File: config.mk
export PLATFORM = sky130hd
export DESIGN_NAME = media_chunk_name_parser
export DESIGN_NICKNAME = d
export VERILOG_FILES = /design/src/sv/mcnp_pkg.sv /design/src/sv/media_chunk_name_parser.sv /design/src/sv/mcnp_token_unit.sv /design/src/sv/mcnp_parse_core.sv
export SDC_FILE = /design/constraint.sdc
export NUM_CORES = 1
export LEC_CHECK = 0
export ABC_AREA = 1
export ABC_CLOCK_PERIOD_IN_PS = 11600
export BUFFER_PORTS_ARGS = -buffer_cell sky130_fd_sc_hd__buf_4
export CELL_PAD_IN_SITES_DETAIL_PLACEMENT = 2
export CELL_PAD_IN_SITES_GLOBAL_PLACEMENT = 2
export CORE_AREA = 2 2 253 305
export CTS_CLUSTER_DIAMETER = 120
export CTS_CLUSTER_SIZE = 10
export DETAILED_ROUTE_END_ITERATION = 8
export DIE_AREA = 0 0 255 307
export GPL_ROUTABILITY_DRIVEN = 0
export PLACE_DENSITY_LB_ADDON = 0.1
export SLEW_MARGIN = 15
export SYNTH_ARGS = -nofsm -noshare
export SYNTH_HDL_FRONTEND = slang
export SYNTH_HIERARCHICAL = 1
export SYNTH_SLANG_ARGS = --single-unit
File: constraint.sdc
create_clock -name clk -period 11.6 [get_ports clk]
set_input_delay 3.48 -clock clk [delete_from_list [all_inputs] [get_ports clk]]
set_output_delay 3.48 -clock clk [all_outputs]
set_load 0.01 [all_outputs]
File: src/sv/mcnp_pkg.sv
// Shared types, constants and keyword tables for the chunk name parser.
// No dependencies; every other file imports this package.
`default_nettype none

package mcnp_pkg;

    localparam int KW_COUNT    = 7;
    localparam int KW_VTT      = 0;
    localparam int KW_INIT     = 1;
    localparam int KW_MP4      = 2;
    localparam int KW_FRAGMENT = 3;
    localparam int KW_M4S      = 4;
    localparam int KW_SEG      = 5;
    localparam int KW_TS       = 6;

    localparam logic [3:0]  LEN_SAT   = 4'd9;
    localparam logic [1:0]  POS_SAT   = 2'd2;
    localparam logic [63:0] ACC_LIMIT = 64'd1844674407370955161;

    localparam logic [7:0] CHR_DASH = 8'h2D;
    localparam logic [7:0] CHR_DOT  = 8'h2E;
    localparam logic [7:0] CHR_ZERO = 8'h30;
    localparam logic [7:0] CHR_NINE = 8'h39;
    localparam logic [7:0] CHR_V    = 8'h76;
    localparam logic [7:0] CHR_A    = 8'h61;
    localparam logic [7:0] CHR_P    = 8'h70;
    localparam logic [7:0] CHR_S    = 8'h73;
    localparam logic [7:0] CHR_F    = 8'h66;
    localparam logic [7:0] CHR_X    = 8'h78;

    localparam logic [1:0] CONT_MP4 = 2'd0;
    localparam logic [1:0] CONT_TS  = 2'd1;
    localparam logic [1:0] CONT_VTT = 2'd2;

    localparam int FLAG_V     = 0;
    localparam int FLAG_A     = 1;
    localparam int FLAG_P     = 2;
    localparam int FLAG_S     = 3;
    localparam int FLAG_S_ONE = 4;

    typedef enum logic [1:0] {
        WK_UNKNOWN  = 2'd0,
        WK_INIT     = 2'd1,
        WK_SEG      = 2'd2,
        WK_FRAGMENT = 2'd3
    } mcnp_word_kind_t;

    typedef struct packed {
        logic [7:0] text_byte;
        logic       last_byte;
    } mcnp_item_t;

    typedef struct packed {
        logic        name_valid;
        logic [1:0]  container_kind;
        logic        is_init_chunk;
        logic [63:0] chunk_number;
        logic        video_present;
        logic [31:0] video_track;
        logic        audio_present;
        logic [31:0] audio_track;
        logic        part_present;
        logic [31:0] part_number;
        logic        subtitle_present;
    } mcnp_result_t;

    // Per-token scratch state, cleared at every separator
    typedef struct packed {
        logic [3:0]          len;
        logic [KW_COUNT-1:0] cand;
        logic [7:0]          key;
        logic [63:0]         acc;
        logic                ovf;
        logic                nondig;
    } mcnp_token_t;

    localparam mcnp_token_t TOKEN_CLEAR = '{
        len:    4'd0,
        cand:   {KW_COUNT{1'b1}},
        key:    8'd0,
        acc:    64'd0,
        ovf:    1'b0,
        nondig: 1'b0
    };

    function automatic logic [3:0] kw_len(input int k);
        logic [3:0] n;
        case (k)
            KW_VTT:      n = 4'd3;
            KW_INIT:     n = 4'd4;
            KW_MP4:      n = 4'd3;
            KW_FRAGMENT: n = 4'd8;
            KW_M4S:      n = 4'd3;
            KW_SEG:      n = 4'd3;
            KW_TS:       n = 4'd2;
            default:     n = 4'd0;
        endcase
        return n;
    endfunction

    // Keyword text, left-justified in 64 bits
    function automatic logic [63:0] kw_word(input int k);
        logic [63:0] w;
        case (k)
            KW_VTT:      w = {"vtt", 40'd0};
            KW_INIT:     w = {"init", 32'd0};
            KW_MP4:      w = {"mp4", 40'd0};
            KW_FRAGMENT: w = "fragment";
            KW_M4S:      w = {"m4s", 40'd0};
            KW_SEG:      w = {"seg", 40'd0};
            KW_TS:       w = {"ts", 48'd0};
            default:     w = 64'd0;
        endcase
        return w;
    endfunction

    function automatic logic [7:0] kw_char(input int k, input logic [2:0] idx);
        logic [63:0] shifted;
        shifted = kw_word(k) << {idx, 3'b000};
        return shifted[63:56];
    endfunction

    function automatic logic [KW_COUNT-1:0] kw_match_vec(
        input logic [KW_COUNT-1:0] cand,
        input logic [3:0]          len
    );
        logic [KW_COUNT-1:0] m;
        for (int k = 0; k < KW_COUNT; k++) begin
            m[k] = cand[k] && (len == kw_len(k));
        end
        return m;
    endfunction

endpackage

`default_nettype wire

File: src/sv/media_chunk_name_parser.sv
// Top level of the chunk name parser: input register, parse core, result register.
// Depends on mcnp_pkg and mcnp_parse_core.
`default_nettype none

// Segment file names enter one byte per item, last_byte set on the final
// character; exactly one result item comes out per name, with result_valid
// registered when the parse stage takes its final byte. The block takes
// one byte every cycle: each byte passes the input register, then a single
// pass through the keyword filter and the multiply-by-ten accumulator into
// the name state. The only stall is a final byte reaching the parse stage
// while the previous result is still unread.
module media_chunk_name_parser (
    input  logic                   clk,
    input  logic                   rst_n,
    input  logic                   item_valid,
    output logic                   item_ready,
    input  mcnp_pkg::mcnp_item_t   item,
    output logic                   result_valid,
    input  logic                   result_ready,
    output mcnp_pkg::mcnp_result_t result
);
    import mcnp_pkg::*;

    logic         item_valid_reg;
    mcnp_item_t   item_reg;
    logic         result_valid_reg;
    mcnp_result_t result_reg;
    mcnp_result_t result_next;
    logic         hold;
    logic         advance;

    // a final byte waits while the result register is still occupied
    assign hold       = item_valid_reg && item_reg.last_byte && result_valid_reg && !result_ready;
    assign advance    = item_valid_reg && !hold;
    assign item_ready = !hold;

    mcnp_parse_core u_core (
        .clk    (clk),
        .rst_n  (rst_n),
        .step   (advance),
        .item   (item_reg),
        .result (result_next)
    );

    always_ff @(posedge clk or negedge rst_n)
    begin
        if (!rst_n)
        begin
            item_valid_reg <= 1'b0;
        end
        else if (item_valid && item_ready)
        begin
            item_valid_reg <= 1'b1;
        end
        else if (advance)
        begin
            item_valid_reg <= 1'b0;
        end
    end

    always_ff @(posedge clk)
    begin
        if (item_valid && item_ready)
        begin
            item_reg <= item;
        end
    end

    always_ff @(posedge clk or negedge rst_n)
    begin
        if (!rst_n)
        begin
            result_valid_reg <= 1'b0;
        end
        else if (advance && item_reg.last_byte)
        begin
            result_valid_reg <= 1'b1;
        end
        else if (result_ready)
        begin
            result_valid_reg <= 1'b0;
        end
    end

    always_ff @(posedge clk)
    begin
        if (advance && item_reg.last_byte)
        begin
            result_reg <= result_next;
        end
    end

    assign result_valid = result_valid_reg;
    assign result       = result_reg;

endmodule

`default_nettype wire

File: src/sv/mcnp_token_unit.sv
// Per-byte token update: keyword candidate filter, key letter capture and
// decimal accumulate with overflow detection. Depends on mcnp_pkg.
`default_nettype none

module mcnp_token_unit (
    input  mcnp_pkg::mcnp_token_t tok,
    input  logic [7:0]            text_byte,
    input  logic                  index_mode,
    output mcnp_pkg::mcnp_token_t tok_upd
);
    import mcnp_pkg::*;

    logic        is_digit;
    logic [3:0]  digit;
    logic [63:0] acc_x10;
    logic        ovf_step;

    assign is_digit = (text_byte >= CHR_ZERO) && (text_byte <= CHR_NINE);
    assign digit    = text_byte[3:0];
    assign acc_x10  = {tok.acc[60:0], 3'b000} + {tok.acc[62:0], 1'b0};
    assign ovf_step = (tok.acc > ACC_LIMIT) || ((tok.acc == ACC_LIMIT) && (digit > 4'd5));

    always_comb
    begin
        tok_upd = tok;
        for (int k = 0; k < KW_COUNT; k++) begin
            tok_upd.cand[k] = tok.cand[k] && (tok.len < kw_len(k))
                              && (kw_char(k, tok.len[2:0]) == text_byte);
        end
        // first byte of a key token is its letter; everything else must be a digit, else nondig is set
        if (!index_mode && (tok.len == 4'd0))
        begin
            tok_upd.key = text_byte;
        end
        else if (!is_digit)
        begin
            tok_upd.nondig = 1'b1;
        end
        else
        begin
            if (ovf_step)
            begin
                tok_upd.ovf = 1'b1;
            end
            tok_upd.acc = acc_x10 + {60'd0, digit};
        end
        if (tok.len < LEN_SAT)
        begin
            tok_upd.len = tok.len + 4'd1;
        end
    end

endmodule

`default_nettype wire

File: src/sv/mcnp_parse_core.sv
// Name state registers, token close-out and final checks for one item a cycle while step is high.
// Depends on mcnp_pkg and mcnp_token_unit.
`default_nettype none

module mcnp_parse_core (
    input  logic                   clk,
    input  logic                   rst_n,
    input  logic                   step,
    input  mcnp_pkg::mcnp_item_t   item,
    output mcnp_pkg::mcnp_result_t result
);
    import mcnp_pkg::*;

    logic            error_reg, error_next;
    logic [1:0]      pos_reg, pos_next;
    mcnp_word_kind_t kind_reg, kind_next;
    mcnp_token_t     tok_reg, tok_next, tok_upd;
    logic [63:0]     index_reg, index_next;
    logic [31:0]     video_reg, video_next;
    logic [31:0]     audio_reg, audio_next;
    logic [31:0]     part_reg, part_next;
    logic [4:0]      flags_reg, flags_next;

    logic                is_sep;
    logic                index_mode;
    logic [KW_COUNT-1:0] match_cur;
    logic [KW_COUNT-1:0] match_end;
    logic                ok;
    logic [1:0]          cont;
    logic                init;

    assign is_sep     = (item.text_byte == CHR_DASH) || (item.text_byte == CHR_DOT);
    assign index_mode = (pos_reg == 2'd1) && ((kind_reg == WK_SEG) || (kind_reg == WK_FRAGMENT));
    assign match_cur  = kw_match_vec(tok_reg.cand, tok_reg.len);

    mcnp_token_unit u_token (
        .tok        (tok_reg),
        .text_byte  (item.text_byte),
        .index_mode (index_mode),
        .tok_upd    (tok_upd)
    );

    always_comb
    begin
        error_next = error_reg;
        pos_next   = pos_reg;
        kind_next  = kind_reg;
        index_next = index_reg;
        video_next = video_reg;
        audio_next = audio_reg;
        part_next  = part_reg;
        flags_next = flags_reg;
        tok_next   = tok_upd;

        if (is_sep)
        begin
            if (pos_reg == 2'd0)
            begin
                if (match_cur[KW_INIT])
                    kind_next = WK_INIT;
                else if (match_cur[KW_SEG])
                    kind_next = WK_SEG;
                else if (match_cur[KW_FRAGMENT])
                    kind_next = WK_FRAGMENT;
                else
                    kind_next = WK_UNKNOWN;
            end
            else if (index_mode)
            begin
                if ((tok_reg.len == 4'd0) || tok_reg.nondig || tok_reg.ovf
                    || (tok_reg.acc == 64'd0))
                    error_next = 1'b1;
                else
                    index_next = tok_reg.acc;
            end
            else if ((tok_reg.len < 4'd2) || tok_reg.nondig || tok_reg.ovf
                     || (tok_reg.acc[63:32] != 32'd0))
            begin
                error_next = 1'b1;
            end
            else
            begin
                case (tok_reg.key) inside
                    CHR_V:
                    begin
                        video_next         = tok_reg.acc[31:0];
                        flags_next[FLAG_V] = 1'b1;
                    end
                    CHR_A:
                    begin
                        audio_next         = tok_reg.acc[31:0];
                        flags_next[FLAG_A] = 1'b1;
                    end
                    CHR_P:
                    begin
                        part_next          = tok_reg.acc[31:0];
                        flags_next[FLAG_P] = 1'b1;
                    end
                    CHR_S:
                    begin
                        flags_next[FLAG_S]     = 1'b1;
                        flags_next[FLAG_S_ONE] = (tok_reg.acc[31:0] == 32'd1);
                    end
                    CHR_F, CHR_X:
                    begin
                        error_next = error_reg;
                    end
                    default:
                    begin
                        error_next = 1'b1;
                    end
                endcase
            end
            if (pos_reg != POS_SAT)
            begin
                pos_next = pos_reg + 2'd1;
            end
            tok_next = TOKEN_CLEAR;
        end

        // final checks see the state after this byte
        match_end = kw_match_vec(tok_next.cand, tok_next.len);
        ok        = !error_next && (pos_next == POS_SAT);
        cont      = CONT_MP4;
        init      = 1'b0;
        if (match_end[KW_VTT])
        begin
            ok   = ok && ((kind_next == WK_SEG) || (kind_next == WK_FRAGMENT));
            cont = CONT_VTT;
        end
        else if (kind_next == WK_INIT)
        begin
            ok   = ok && match_end[KW_MP4];
            init = 1'b1;
        end
        else if (kind_next == WK_FRAGMENT)
        begin
            ok = ok && match_end[KW_M4S];
        end
        else if (kind_next == WK_SEG)
        begin
            ok   = ok && match_end[KW_TS];
            cont = CONT_TS;
        end
        else
        begin
            ok = 1'b0;
        end
        if (flags_next[FLAG_V] && (video_next == 32'd0))
            ok = 1'b0;
        if (flags_next[FLAG_A] && (audio_next == 32'd0))
            ok = 1'b0;
        if (flags_next[FLAG_S] && !flags_next[FLAG_S_ONE])
            ok = 1'b0;

        result = '0;
        if (ok)
        begin
            result.name_valid       = 1'b1;
            result.container_kind   = cont;
            result.is_init_chunk    = init;
            result.chunk_number     = init ? 64'd0 : index_next;
            result.video_present    = flags_next[FLAG_V];
            result.video_track      = flags_next[FLAG_V] ? video_next : 32'd0;
            result.audio_present    = flags_next[FLAG_A];
            result.audio_track      = flags_next[FLAG_A] ? audio_next : 32'd0;
            result.part_present     = flags_next[FLAG_P];
            result.part_number      = flags_next[FLAG_P] ? part_next : 32'd0;
            result.subtitle_present = flags_next[FLAG_S];
        end

        // drop all name state after the final byte
        if (item.last_byte)
        begin
            error_next = 1'b0;
            pos_next   = 2'd0;
            kind_next  = WK_UNKNOWN;
            index_next = 64'd0;
            video_next = 32'd0;
            audio_next = 32'd0;
            part_next  = 32'd0;
            flags_next = 5'd0;
            tok_next   = TOKEN_CLEAR;
        end
    end

    always_ff @(posedge clk or negedge rst_n)
    begin
        if (!rst_n)
        begin
            error_reg <= 1'b0;
            pos_reg   <= 2'd0;
            kind_reg  <= WK_UNKNOWN;
            tok_reg   <= TOKEN_CLEAR;
            index_reg <= 64'd0;
            video_reg <= 32'd0;
            audio_reg <= 32'd0;
            part_reg  <= 32'd0;
            flags_reg <= 5'd0;
        end
        else if (step)
        begin
            error_reg <= error_next;
            pos_reg   <= pos_next;
            kind_reg  <= kind_next;
            tok_reg   <= tok_next;
            index_reg <= index_next;
            video_reg <= video_next;
            audio_reg <= audio_next;
            part_reg  <= part_next;
            flags_reg <= flags_next;
        end
    end

endmodule

`default_nettype wire

=== After elaboration in Yosys (flattened, before gate mapping) ===
Cells that the tools add are included.

* Add/subtract/negate cells: 4
* Multiply operators: 0
* Div/mod/pow operators: 0
* $lt $le $gt $ge: 9
* Equality and inequality tests: 32
* Shift-type cells: 7
* Mux-type cells: 91
* Bitwise operators: 1
* Reductions and logical operators: 75

{| class="wikitable"
|+ Operator list
! kind !! count
|-
| $mux 32 || 24
|-
| $shl 63x6->64 const A || 7
|-
| $mux 64 || 6
|-
| $mux 85 || 2
|-
| $mux 168 || 1
|-
| $mux 66 || 1
|-
| $mux 65 || 1
|-
| $add 64x4->64 || 1
|-
| $add 64x64->64 || 1
|-
| $eq 64x61->1 const B || 1
|-
| $gt 64x61->1 const B || 1
|-
| $logic_not 32->1 || 2
|-
| $logic_not 64->1 || 1
|-
| $eq 8x8->1 || 7
|-
| $eq 8x7->1 const B || 6
|-
| $logic_and 1x1->1 || 39
|-
| $mux 1 || 33
|-
| $eq 32x1->1 const B || 1
|-
| $mux 2 || 16
|-
| $reduce_bool 32->1 || 1
|-
| $mux 5 || 5
|-
| $eq 8x6->1 const B || 2
|-
| $eq 4x2->1 const B || 3
|-
| $eq 2x2->1 const B || 5
|-
| 27 further kinds || 52
|}

* Register bits: 434
* Bits in latches: 0
* Memory bits (writable): 0
* ROM bits: 0
* Input port bits: 13
* Output and inout port bits: 170
* Memories: 0

=== Logic depth before layout (Yosys ltp) ===
* Depth after elaboration: 23
* Depth in mapped cells: 19

=== By module ===
The synthesis kept the hierarchy.

{| class="wikitable"
|+ By module, submodules not included
! module !! instances !! cells an instance !! area an instance (µm²) !! sequential area each (µm²)
|-
| mcnp_parse_core || 1 || 1,628 || 12,772.2 || 6,389.9
|-
| mcnp_token_unit || 1 || 1,737 || 8,633.3 || 0.0
|-
| media_chunk_name_parser || 1 || 191 || 5,418.9 || 5,365.1
|}

=== Least setup slack after synthesis ===
Ideal clock, no wire load.

* Kind: input-to-reg
* From: input result_ready
* To: register result_reg (netlist bit result[0]) (enable)
* Arrival time: 11.584 ns
* Data required time: 10.847 ns
* Setup slack: -0.737 ns
* Stages on the path: 2
* Path buffers: 0
* Cell sequence: inv_1 -> a21oi_1

* Word-level cells in the longest chain between the ends: 5

{| class="wikitable"
|+ RTL lines
! what !! line !! RTL
|-
| start, declared || media_chunk_name_parser.sv:19 || <nowiki>input logic result_ready,</nowiki>
|-
| $logic_not 1->1 || media_chunk_name_parser.sv:33 || <nowiki>assign hold = item_valid_reg && item_reg.last_byte && result_valid_reg && !result_ready;</nowiki>
|-
| $logic_and 1x1->1 || media_chunk_name_parser.sv:33 ||
|-
| $logic_not 1->1 || media_chunk_name_parser.sv:34 || <nowiki>assign advance = item_valid_reg && !hold;</nowiki>
|-
| $logic_and 1x1->1 || media_chunk_name_parser.sv:34 ||
|-
| $logic_and 1x1->1 || media_chunk_name_parser.sv:87 || <nowiki>if (advance && item_reg.last_byte)</nowiki>
|-
| end signal, assigned || media_chunk_name_parser.sv:89 || <nowiki>result_reg <= result_next;</nowiki>
|-
| end, declared || media_chunk_name_parser.sv:27 || <nowiki>mcnp_result_t result_reg;</nowiki>
|}

No other way between the ends.
A chain may end at the register's enable or synchronous reset.

=== Worst setup path in the final report ===
* From: input result_ready
* To: output item_ready

* Word-level cells in the longest chain between the ends: 3

{| class="wikitable"
|+ RTL lines
! what !! line !! RTL
|-
| $logic_not 1->1 || media_chunk_name_parser.sv:33 ||
|-
| $logic_and 1x1->1 || media_chunk_name_parser.sv:33 ||
|-
| $logic_not 1->1 || media_chunk_name_parser.sv:35 || <nowiki>assign item_ready = !hold;</nowiki>
|-
| end, declared || media_chunk_name_parser.sv:16 || <nowiki>output logic item_ready,</nowiki>
|}

No other way between the ends.

==> results.yml <==
synth:
  synth.yosys.seq_area_share_pct: 43.82
  synth_compound_area_share_pct: 12.14
  synth-edff-count: 177
  async_reset_ff_share_pct: 59.22
  yosys-mux-area-fraction_pct: 0.4105
  syn_inst: 3556
  mappedNetlistNets: 3706
  post_synth_instance_area_um2: 26820
  synth_seq_cells: 434
  adder_cell_area_share_of_the_yosys_netlist_pct: 6.446
  synthFlopType: "sky130_fd_sc_hd__dfrtp_1"
  post_syn_area_per_cell_um2: 7.543
  synth.lib_cells_used.distinct: 53
  combinational_family_with_the_most_area_after_synthesis: "simple AND/OR/NAND/NOR gates"
  post_synth_xor_area_fraction_pct: 1.110
  synthSimpleGateAreaFrac_pct: 24.46
  yosys_warnings: 6
timing:
  fin_worst_skew_ns: 0.03570
  worst_slew_pin_slew_ns: 1.116
  rsz_0062_raised_after_global_routing: "no"
  finalCriticalPeriod_ns: 7.480
  timing.setup.tns_ns: 0
  final_min_period_over_clock_period_pct: 64.48
  timing.max_slew.rel_slack_pct: 25.60
  hold_viol_final: 0
  fmax_ghz: 0.1337
  timing.final.max_slew_violations: 0
  report.final.setup_viol: 0
detailed_routing:
  antenna_violating_nets_post_route: 0
  routed_wire_length_per_instance_um: 22.09
  detailed_route_vias_per_instance: 5.235
  drt_pass1_iterations: 5
  routed_wirelength_mm: 104.7
  dr.first_iter.drc_count: 1198
  detailroute.via_count: 24810
  drc_errors: 0
critical_path:
  critical_path.most_common_cell: "sky130_fd_sc_hd__buf_4"
  worstPathBufferInverterCount: 3
  critical_path_peak_fanout: 3
  worst_setup_path_end_kind: "primary output"
  timing.setup.critical_path_class: "input pin to primary output"
  arrival_ns: 4.00
  critPathSlowestCell: "sky130_fd_sc_hd__buf_4"
  cells_along_the_critical_path: "buf_4 > inv_1 > nand4_1 > buf_4"
  start_kind: "input pin"
  timing.critical_path.max_delay_family: "buffers and inverters"
  crit_required_ns: 8.12
  slowest_delay_ns: 0.17
clocking:
  cts_tree: "done"
  clock_tree.buffer_depth: 3
  resized_cells_post_cts: 0
  htree_levels: 2
  cts_hold_buf: 0
  cts.sink_count: 434
  clk_pin_slew_worst_setup_hold_paths_ns: 0.06
  clock_root_buffer: "sky130_fd_sc_hd__clkbuf_16"
  insertion_delay_ns: 0.61
  numCtsBuffers: 49
  cts_setup_buffers: 0
cells_and_area:
  post_route_cells_drive_above_1_share_pct: 8.869
  final_nets: 3835
  n_fill_cell: 8771
  seqCellArea_um2: 11760
  diodes_inserted: 0
  multi_input_comb_area_um2: 12010
  largest_register_ff_count: 168
  layout_overhead_on_the_synthesized_area_pct: 13.87
  most-common-layout-cells: "sky130_fd_sc_hd__nand2_1, sky130_fd_sc_hd__inv_1, sky130_fd_sc_hd__nor2_1, sky130_fd_sc_hd__dfrtp_1, sky130_fd_sc_hd__o21ai_0"
  final_design_area_no_fill_um2: 30550
  commonest_non_fill_non_tap_cell_in_the_layout: "sky130_fd_sc_hd__nand2_1"
power_and_ir_drop:
  irDropWorstVdd_mv: 0.09048
  finalPower_mw: 3.522
  p_leak_nw: 15.71
  power-per-cell-area_nw_per_um2: 115.3
run:
  drv.max_cap_violation_count: 0
die:
  rows: 111
  initial_utilization_pct: 35.44
  chipWidth_um: 255
  fp.dieArea_um2: 78290
  core_area_um2: 75690
  io_pins: 183
  dieHeight_um: 307
min_path:
  min_path_type: "register to register"
global_route:
  grt.overflow.total: 0
  globalRouteTotalUtil_pct: 26.88
  antenna_violations_before_repair: 2
  grt_pass1_wl_mm: 161.4
  grt_max_degree: 94
  first_global_vias: 27590
place:
  place_area_um2: 29140
  io_buffer_count: 182
  dpl.hpwl_mm: 78.00
run_status:
  status: "finished, final reports clean"
## layout make-up
type	count	share of cell area [%]
Clock inverter	3	0.1598
Sequential cell	434	38.48
Clock buffer	84	4.444
Multi-Input combinational cell	2322	39.33
Inverter	668	8.229
Timing Repair Buffer	210	5.186
Tap cell	1017	4.166
## where the power goes
group	total, mW	switching [mW]	internal, mW
sequential	1.70	0.0492	1.65
clock	1.44	0.651	0.794
combinational	0.383	0.270	0.112
## stage by stage
| stage | utilization (%) | setup slack, ns | cells | hold slack [ns] |
|---|---|---|---|---|
| 2_1_floorplan | - | 2.721 | 3556 | 0.4479 |
| 3_3_place_gp | 38.50 | 4.120 | 4651 | 0.4657 |
| 3_5_place_dp | 38.50 | 4.112 | 4651 | 0.4791 |
| 4_1_cts | 40.36 | 4.109 | 4738 | 0.4955 |
| 5_1_grt | 40.36 | 4.061 | 4738 | 0.5287 |
| 6_report | 40.36 | 4.120 | 4738 | 0.4909 |
## final timing paths
kind                                         to          startpoint  slack, ns  cells after the start
hold reg to reg              u_core/kind_reg[0]  u_core/kind_reg[0]       0.49                      2
min in group asynchronous   u_core/part_reg[12]               rst_n       2.82                      1
hold / removal               u_core/kind_reg[0]  u_core/kind_reg[0]       0.49                      2
max in group asynchronous  u_core/index_reg[61]               rst_n       7.39                      2
setup reg to reg                    result[137]  u_core/tok_reg[44]       5.82                     16
setup / recovery                     item_ready        result_ready       4.12                      4
## tightest hold or removal path, stage by stage (launching register included)
cell and delay, ns:
sky130_fd_sc_hd__dfrtp_1 0.34, sky130_fd_sc_hd__nand2_1 0.05, sky130_fd_sc_hd__o21ai_0 0.06
## cells in the mapped netlist, types with 14 or more instances
| library cell | number | share of area [%] |
|---|---|---|
| sky130_fd_sc_hd__nand2_1 | 942 | 13 |
| sky130_fd_sc_hd__inv_1 | 648 | 9.1 |
| sky130_fd_sc_hd__nor2_1 | 362 | 5.1 |
| sky130_fd_sc_hd__dfrtp_1 | 250 | 23 |
| sky130_fd_sc_hd__o21ai_0 | 219 | 4.1 |
| sky130_fd_sc_hd__edfxtp_1 | 177 | 20 |
| sky130_fd_sc_hd__o22ai_1 | 166 | 3.9 |
| sky130_fd_sc_hd__nand3_1 | 158 | 2.9 |
| sky130_fd_sc_hd__ha_1 | 135 | 6.3 |
| sky130_fd_sc_hd__clkbuf_1 | 94 | 1.3 |
| sky130_fd_sc_hd__a21oi_1 | 67 | 1.3 |
| sky130_fd_sc_hd__nand4_1 | 53 | 1.2 |
| sky130_fd_sc_hd__a32o_1 | 36 | 1.3 |
| sky130_fd_sc_hd__xor2_1 | 31 | 1.0 |
| sky130_fd_sc_hd__o21ai_1 | 23 | 0.43 |
| sky130_fd_sc_hd__nor3_1 | 21 | 0.39 |
| sky130_fd_sc_hd__inv_2 | 19 | 0.27 |
| sky130_fd_sc_hd__buf_2 | 14 | 0.26 |
## cells by family after synthesis
family,count (synthesis)
buffers and inverters,800
flip-flops,434
AO/OA/AOI/OAI,549
AND/OR/NAND/NOR,1591
multiplexers,11
XOR/XNOR,34
adder cells (fa/ha/maj),137
## per-layer routing
layer	vias to the layer above	wire length, um	global-route usage [%]
met5	-	0	0
met4	0	4445	10.68
met3	172	2807	2.497
met2	420	55880	50.82
met1	12500	41530	30.70
li1	11720	-	-
Note: power is estimated with default switching activity, not from simulation.
